==> config.mk <==
export PLATFORM = sky130hd
export DESIGN_NAME = crcdf_ctrl
export DESIGN_NICKNAME = d
export VERILOG_FILES = /design/src/design/crcdf_pkg.sv /design/src/design/crcdf_ctrl.sv
export SDC_FILE = /design/constraint.sdc
export NUM_CORES = 1
export LEC_CHECK = 0
export ABC_CLOCK_PERIOD_IN_PS = 4500
export BUFFER_PORTS_ARGS = -buffer_cell sky130_fd_sc_hd__buf_4
export CAP_MARGIN = 10
export CORE_MARGIN = 2
export CORE_UTILIZATION = 40
export CTS_CLUSTER_SIZE = 14
export DETAILED_ROUTE_END_ITERATION = 8
export GPL_TIMING_DRIVEN = 0
export PLACE_DENSITY_LB_ADDON = 0.3
export SLEW_MARGIN = 20
export SYNTH_ARGS = -nofsm -noshare
export SYNTH_HDL_FRONTEND = slang
export SYNTH_SLANG_ARGS = --single-unit
export TNS_END_PERCENT = 10
==> constraint.sdc <==
create_clock -name clk -period 4.5 [get_ports clk]
set_input_delay 0.9 -clock clk [delete_from_list [all_inputs] [get_ports clk]]
set_output_delay 0.9 -clock clk [all_outputs]
set_load 0.1 [all_outputs]
==> src/design/crcdf_pkg.sv <==
// Shared types, constants and functions of the CRC-checked frame deframer.
// No dependencies; imported by the top level, the controller and the datapath.
package crcdf_pkg;

	localparam int STREAM_BYTES_DEF = 4096;
	localparam int HDR_LEN = 36;
	localparam int PAYLOAD_CAP = 4060;
	localparam logic [31:0] CRC_POLY = 32'hedb88320;
	localparam logic [31:0] CRC_ONES = 32'hffffffff;
	localparam logic [7:0] HDR_LEN_BYTE = 8'd36;

	typedef enum logic [2:0] {
		EV_BUFFERED = 3'd0,
		EV_FRAME    = 3'd1,
		EV_FULL     = 3'd2,
		EV_OVERSIZE = 3'd3,
		EV_PAYLOAD  = 3'd4,
		EV_EMPTY    = 3'd5
	} event_t;

	typedef enum logic [2:0] {
		PRE_READ,
		PRE_BREAK,
		PRE_OVER,
		PRE_PASS,
		PRE_FAIL
	} pre_t;

	typedef enum logic [2:0] {
		ST_IDLE,
		ST_PRE,
		ST_POST,
		ST_POP,
		ST_EMIT
	} state_t;

	typedef struct packed {
		logic   wr;
		logic   rd_head;
		logic   rd_scan;
		logic   scan_start;
		logic   drop;
		logic   step;
		logic   accept;
		logic   pop_take;
		logic   load_out;
		event_t ev;
	} cmd_t;

	typedef struct packed {
		logic full;
		logic pending;
		pre_t pre;
		logic mismatch;
	} status_t;

	function automatic logic [7:0] sync_byte(input logic [1:0] idx);
		logic [7:0] b;
		case (idx)
			2'd0: b = 8'h41;
			2'd1: b = 8'h53;
			2'd2: b = 8'h44;
			default: b = 8'h4c;
		endcase
		return b;
	endfunction

	function automatic logic [31:0] crc_byte(input logic [31:0] c, input logic [7:0] b);
		logic [31:0] r;
		r = c ^ {24'd0, b};
		for (int i = 0; i < 8; i++) begin
			r = r[0] ? ((r >> 1) ^ CRC_POLY) : (r >> 1);
		end
		return r;
	endfunction

endpackage

==> src/design/crcdf_ctrl.sv <==
// Controller state machine of the deframer: sequences pushes, pops and the scan.
// Depends on crcdf_pkg.
module crcdf_ctrl
	import crcdf_pkg::*;
(
	input  logic    clk,
	input  logic    arst_n,
	input  logic    in_valid,
	output logic    in_ready,
	input  logic    command,
	output logic    out_valid,
	input  logic    out_ready,
	input  status_t status,
	output cmd_t    cmd
);

	state_t st_q, st_n;
	logic pop_q, pop_n;
	logic over_q, over_n;
	event_t ev_q, ev_n;
	logic out_valid_q;

	always_ff @(posedge clk or negedge arst_n) begin
		if (!arst_n) begin
			st_q <= ST_IDLE;
			pop_q <= 1'b0;
			over_q <= 1'b0;
			ev_q <= EV_BUFFERED;
			out_valid_q <= 1'b0;
		end else begin
			st_q <= st_n;
			pop_q <= pop_n;
			over_q <= over_n;
			ev_q <= ev_n;
			if (cmd.load_out) begin
				out_valid_q <= 1'b1;
			end else if (out_ready) begin
				out_valid_q <= 1'b0;
			end
		end
	end

	always_comb begin
		st_n = st_q;
		pop_n = pop_q;
		over_n = over_q;
		ev_n = ev_q;
		cmd = '0;
		cmd.ev = ev_q;
		in_ready = 1'b0;
		case (st_q)
			ST_IDLE: begin
				in_ready = 1'b1;
				if (in_valid) begin
					if (!command) begin
						if (status.full) begin
							ev_n = EV_FULL;
							st_n = ST_EMIT;
						end else begin
							cmd.wr = 1'b1;
							if (status.pending) begin
								ev_n = EV_BUFFERED;
								st_n = ST_EMIT;
							end else begin
								cmd.scan_start = 1'b1;
								over_n = 1'b0;
								pop_n = 1'b0;
								st_n = ST_PRE;
							end
						end
					end else if (status.pending) begin
						cmd.rd_head = 1'b1;
						st_n = ST_POP;
					end else begin
						cmd.scan_start = 1'b1;
						over_n = 1'b0;
						pop_n = 1'b1;
						st_n = ST_PRE;
					end
				end
			end
			ST_PRE: begin
				case (status.pre)
					PRE_READ: begin
						cmd.rd_scan = 1'b1;
						st_n = ST_POST;
					end
					PRE_OVER: begin
						cmd.drop = 1'b1;
						over_n = 1'b1;
					end
					PRE_PASS: begin
						cmd.accept = 1'b1;
						ev_n = EV_FRAME;
						st_n = ST_EMIT;
					end
					PRE_FAIL: begin
						cmd.drop = 1'b1;
					end
					default: begin
						ev_n = over_q ? EV_OVERSIZE : (pop_q ? EV_EMPTY : EV_BUFFERED);
						st_n = ST_EMIT;
					end
				endcase
			end
			ST_POST: begin
				if (status.mismatch) begin
					cmd.drop = 1'b1;
				end else begin
					cmd.step = 1'b1;
				end
				st_n = ST_PRE;
			end
			ST_POP: begin
				cmd.pop_take = 1'b1;
				ev_n = EV_PAYLOAD;
				st_n = ST_EMIT;
			end
			ST_EMIT: begin
				if (!out_valid_q || out_ready) begin
					cmd.load_out = 1'b1;
					st_n = ST_IDLE;
				end
			end
			default: begin
				st_n = ST_IDLE;
			end
		endcase
	end

	assign out_valid = out_valid_q;

endmodule

; Word level (Yosys, flattened, before mapping)
; Index checks and enable logic that the tools add are counted.
; Widths: inputs -> output; s select.
[totals]
register_bits = 9
input_bits = 11
out_inout_bits = 14
wordCells = 87
[op_classes]
n_eq_ne = 16
muxes = 52
bitwise_logic = 1
reduce_logical = 13
[op_table]
columns = cell, count
row1 = $mux 3, 11
row2 = $mux 1, 32
row3 = $pmux 3 s5, 1
row4 = $eq 3x2->1 const B, 4
row5 = $ne 2x2->1 const B, 6
row6 = $pmux 3 s2, 2
row7 = $pmux 3 s3, 1
row8 = $reduce_and 4->1, 2
row9 = $eq 3x3->1 const B, 2
row10 = $logic_not 3->1, 2
row11 = $mux 2, 3
row12 = $ne 3x3->1 const B, 2
row13 = $reduce_and 5->1, 1
row14 = $pmux 1 s2, 2
row15 = $reduce_bool 2->1, 2
row16 = $eq 3x1->1 const B, 1
row17 = $reduce_and 3->1, 1
row18 = $reduce_bool 3->1, 1
row19 = $reduce_or 3->1, 1
row20 = $ne 2x1->1 const B, 1
row21 = $reduce_or 2->1, 1
row22 = $logic_not 1->1, 1
row23 = $logic_or 1x1->1, 1
row24 = $not 1->1, 1

; Longest topological paths before layout
; Gate-level depths: netlist (run 1).
[logic_depth]
word_depth = 5
mapped_depth = 5
depth_no_buf = 4

; Least setup slack after synthesis (run 1)
; OpenSTA, ideal clock, no wires.
[synth_timing]
path_kind = input-to-output
startpoint = in status[1] (netlist bit)
endpoint = out cmd[9] (netlist bit)
arrival_ps = 3928
required_time_ps = 3600
path_slack_ps = -328
cell_stages = 1
path_buffers = 0
path_cell_list = nor4_1
[synth_between]
elab_chain_len = 3
[synth_lines]
columns = element, line_no
row1 = from (decl), crcdf_ctrl.sv:13  ; input status_t status,
row2 = $logic_not 3->1, crcdf_ctrl.sv:83  ; case (status.pre)
row3 = $mux 1, crcdf_ctrl.sv:83
row4 = $mux 1, crcdf_ctrl.sv:51  ; case (st_q)
row5 = to (decl), crcdf_ctrl.sv:14  ; output cmd_t cmd
; Every way passes these cells.

==> results of run 1 <==
sequential cells by signal, summed over array words and instances (netlist names):
signal and count:
st_q 3, out_valid 1, ev_q 3, pop_q 1, over_q 1
per-stage QoR:
stage	hold slack (ns)	instances
finish	0.453	109
detailed placement	0.499	105
CTS	0.454	109
global route	0.435	109
floorplan	0.519	66
global placement	0.496	105
worst max-delay path, stage by stage, from the launching register on:
cell and delay, ns:
dfrtp_1 0.35, buf_2 0.18, or3b_2 0.53, nor3_2 0.34, a31o_2 0.16, buf_4 0.28
kinds of logic (layout without fill, tap and decap cells):
kind of cell | count (synthesis) | count (layout) | synth area share
compound gates | 11 | 11 | 0.139
xor+xnor | 1 | 1 | 0.0149
buf+inv | 7 | 35 | 0.0725
flops | 9 | 9 | 0.384
mux | 3 | 3 | 0.0554
simple gates | 35 | 35 | 0.335
path summary, 6_finish.rpt:
kind	endpoint	slack [ns]	depth (start not counted)
setup / recovery	cmd[7]	1.49	5
hold / removal	out_valid$_DFFE_PN0P_	0.45	1
setup reg to reg	ev_q[0]$_DFFE_PN0P_	2.37	5
hold reg to reg	ev_q[1]$_DFFE_PN0P_	0.51	1
max in group asynchronous	pop_q$_DFFE_PN0P_	3.92	1
min in group clk	ev_q[1]$_DFFE_PN0P_	0.51	1
metal layers:
layer,global-route usage,up-vias,share of wire
met5,0,-,0
met3,0.0776,0,0.057
li1,-,296,-
met4,0.0375,0,0
met1,0.225,268,0.46
met2,0.240,14,0.49
power breakdown:
group	internal [W]	total (W)	switching (W)
clock network	0.0000340	0.0000596	0.0000256
logic	0.000120	0.000452	0.000332
registers	0.000111	0.000127	0.0000161
placed cells by master (no fill, tap or decap), types with 2 or more instances in the layout:
| cell | count |
|---|---|
| nor4_1 | 2 |
| inv_1 | 4 |
| o41ai_1 | 2 |
| nor3_1 | 5 |
| a21oi_1 | 2 |
| dfrtp_1 | 9 |
| buf_4 | 24 |
| o21ai_0 | 2 |
| clkbuf_4 | 3 |
| nor2b_1 | 3 |
| mux2_2 | 2 |
| buf_6 | 2 |
| nor2_1 | 10 |
| nand2_1 | 6 |
| nand2b_1 | 2 |
final cells by class:
class | count | area (sq um) | share of cell area
Tap cell | 15 | 18.8 | 0.0229
Buffer | 3 | 27.5 | 0.0336
Timing Repair Buffer | 24 | 180 | 0.220
Multi-Input combinational cell | 50 | 325 | 0.398
Inverter | 4 | 15.0 | 0.0183
Sequential cell | 9 | 225 | 0.275
Clock buffer | 4 | 26.3 | 0.0321
==> impl_results.md, run 1 <==
* Post_cts resized at 0
* EDFF count, synth at 0
* Synth area leaders: dfrtp_1 38%, nor2_1 6.4%, nor3_1 4.3%
* Synthesis-stage register bit count at 9
* Initial antenna violation count at 0
* Drt first pass iters at 4
* Avg WL per Cell at 13.0 um
* Routed WL at 1420 um
* Via-to-Cell Ratio at 5.30
* CP Capture Type: output pin
* Util after Layout at 0.614
* RSZ-0062 raised after global routing: no
* Total track usage at 0.166
* PD cells at just under 800 nW/um^2
* Cts-stage hold buffer count at 0
* Routability cong. at 0.799
* Worst skew pair latency at 0.25 ns
* Startpoint class of the critical path: flop
* Final Cell Area at a little over 800 sq um
* Residual DRC at 0
* Routed Antenna Nets at 0
* Syn Nets at 77
* Core box area at 1330 sq um
* Leak at 0.390 nW
* Synth area leader: dfrtp_1
* Kind of critical path: reg2out
* Final net count at 106
* Synth top cells by count: 10 x nor2_1, 9 x dfrtp_1, 6 x nand2_1
* Min cycle time layout at 3.01 ns
* Highest Clock Rate at 0.332 GHz
* Post-synth top area share at 0.384
* Syn. warnings at 0
* IO Count at 25
* FILL cells at 125
* First-pass GRT wire length at 2240 um
* Max cap viols at 0
* H-tree Lvls at 1
* Max Slew Vio Count at 0
* Syn Inst Count at 66
* DIE AREA at roughly 1800 sq um
* Clock tree buffer depth at 2
* Root Buffer: clkbuf_4
* Detail Placement HPWL at approximately 1100 um
* Tcrit/Tclk final at 0.670
* Mapped Avg Cell Area at 8.89 sq um
* Number of diodes at 0
* Fraction of layout instances using a drive strength above 1 at 0.394
* Count of cell types in the netlist at 27
* Ys flop type: dfrtp_1
* Gr ovfl total at 0
* Arr. time, crit path at 2.11 ns
* Cell Area, Synth at 587 sq um
* Dpl cell area at 792 sq um
* Rows at 13
* Clk slew on worst S/H paths at 0.06 ns
* TritonCTS clock tree: built
* Pre-CTS setup slack at around 1.7 ns
* Crit. Startpoint: st_q[2]$_DFFE_PN0P_
* Outcome: finished, final reports clean
* CP required at roughly 3.6 ns
* Die Y at 42.3 um
* Vias in the first global route at 498
* Die X at 42.3 um
* Postcts setup bufs at 0
* Via count at a little under 600
* Setup TNS at 0 ns
* Slew @ Worst Pin at 0.341 ns
* Sink Count at 9
* Clock Skew at 0.00276 ns
* TritonCTS buffer count at 3
* CP Max Fanout at 10
* Peak supply drop at about 430 uV
* Critical R2R Launch: st_q[2]$_DFFE_PN0P_
* Seq/Total Area, Yosys at 0.384
* Fraction of registers with async set/reset at 1.00
* Area growth from synthesis to layout at 39.4%
* # port buffers at 24
* Final worst slack at 1.49 ns
* Most frequent cell after synthesis: nor2_1
* Initial DRC Count at 5
* Initial core utilization at 0.440
* Total power at 0.000639 W
* Largest net degree at the start of global routing at 11
* Final setup fails at 0
* Final hold violations at 0
* Worst hold-check path type: in2async
* Max_slew headroom at 0.771
Power figures use the tool's default switching activity.
==> inputs of run 2 (changes only) <==
Settings changed: ABC_CLOCK_PERIOD_IN_PS 4500 to 3000.
Clock period 4.5 ns to 3 ns, I/O delays scaled along.
==> run 2 against run 1 <==
Design area up 2.0%. Die area unchanged. Combinational power up 52%. First-iteration DRC count up 120%.
==> impl_results.md, run 2 (synthesis gave the netlist of run 1 again) <==
* Outcome: finished, final reports clean
* Top Registers: ev_q x3, st_q x3
* Peak supply drop at ~820 uV
* Commonest non-fill, non-tap cell in the layout: buf_4
* Via count at about 600
* Util after Layout at 0.626
* Rows at 13
* Total track usage at 0.174
* Worst path max stage delay at 0.54 ns
* Avg WL per Cell at ~14 um
* Initial core utilization at 0.440
* Worst hold-check path type: in2async
* Kind of critical path: reg2out
* TritonCTS buffer count at 3
* DIE AREA at 1790 sq um
* Routability cong. at between 0.7 and 0.8
* Slew @ Worst Pin at 0.337 ns
* Initial DRC Count at 11
* WP buf/inv at 2
* Root Buffer: clkbuf_4
* Residual DRC at 0
* Die Y at roughly 42 um
* H-tree Lvls at 1
* Area growth from synthesis to layout at 42.2%
* Final hold violations at 0
* Final setup fails at 0
* Clock Skew at 0.00955 ns
* Crit path max-delay cell type: or3b_2
* Dpl cells at 105
* Fin cells at about 110
* Drt first pass iters at 4
* Final net count at around 110
* Routed Antenna Nets at 0
* IO Count at 25
* Initial antenna violation count at 0
* Leak at between 0.3 and 0.4 nW
* Top Family by Delay on Critical Path: simple AND/OR/NAND/NOR gates
* Highest Clock Rate at approximately 0.36 GHz
* Via-to-Cell Ratio at 5.53
* Post_cts resized at 0
* Gr ovfl total at 0
* Hold WS at about 0.14 ns
* CP required at 2.40 ns
* Clk slew on worst S/H paths at 0.07 ns
* Cts-stage hold buffer count at 0
* Vias in the first global route at around 530
* Clock tree buffer depth at 2
* Fraction of layout instances using a drive strength above 1 at 0.426
* Final worst slack at approximately 0.26 ns
* Die X at 42.3 um
* CP Capture Type: output pin
* RSZ-0062 raised after global routing: no
* Crit-path cells: buf_2 > or3b_2 > nor3_2 > a31o_2 > buf_4
* Core box area at 1330 sq um
* Routed WL at 1520 um
* Max cap viols at 0
* Pre-CTS setup slack at 0.570 ns
* TritonCTS clock tree: built
* Number of diodes at 0
* Arr. time, crit path at approximately 2.1 ns
* Worst skew pair latency at 0.27 ns
* Min cycle time layout at 2.74 ns
* First-pass GRT wire length at 2360 um
* Commonest non-fill, non-tap cells in the layout: 24 x buf_4, 10 x nor2_1, 9 x dfrtp_1, 6 x nand2_1, 4 x inv_1
* PD cells at 1170 nW/um^2
* Postcts setup bufs at 0
* Sink Count at 9
* Largest net degree at the start of global routing at 11
* Tcrit/Tclk final at 0.914
* Detail Placement HPWL at roughly 1200 um
* Max_slew headroom at 0.772
* R2R Setup Slk at 0.84 ns
* CP Max Fanout at 10
* Max Slew Vio Count at 0
* # port buffers at 24
* Startpoint class of the critical path: flop
==> run 2: cell count changes in the layout (fill, tap and decap cells not counted) <==
| cell | delta |
|---|---|
| nor3_1 | -2 |
| nor3_2 | +2 |
| nor4_1 | -1 |
| nor4_2 | +1 |
==> run 2: cell type report <==
class	instances	area, sq um
fill	129	499
multi-input combinational	50	342
sequential	9	225
timing repair buffer	24	180
buffer	3	27.5
clock buffer	4	26.3
tap	15	18.8
inverter	4	15.0
==> run 2: path summary, 6_finish.rpt <==
check,from,to,cells past startpoint
max,st_q[2]$_DFFE_PN0P_,cmd[7],5
min,arst_n,out_valid$_DFFE_PN0P_,1
max reg2reg,st_q[2]$_DFFE_PN0P_,ev_q[1]$_DFFE_PN0P_,5
min reg2reg,ev_q[0]$_DFFE_PN0P_,ev_q[0]$_DFFE_PN0P_,1
max in group asynchronous,arst_n,ev_q[2]$_DFFE_PN0P_,1
min in group clk,ev_q[0]$_DFFE_PN0P_,ev_q[0]$_DFFE_PN0P_,1
==> run 2: power breakdown <==
part | total, W | internal, W | switching [W]
Combinational | 0.000687 | 0.000182 | 0.000505
Sequential | 0.000191 | 0.000167 | 0.0000246
Clock | 0.0000969 | 0.0000514 | 0.0000455
==> run 2: per-stage QoR <==
step           area (sq um)  power [W]  TNS (ns)
3_3_place_gp            808   0.000870         0
5_1_grt                 835    0.00102         0
3_5_place_dp            808   0.000879         0
6_report                835   0.000975         0
2_1_floorplan           609   0.000744     -2.11
4_1_cts                 835   0.000977         0
==> run 2: layer usage <==
layer	up-vias	share of wire	global-route usage
met4	0	0.0039	0.0375
met1	295	0.45	0.219
met2	11	0.51	0.283
met5	-	0	0
met3	2	0.037	0.0647
li1	295	-	-
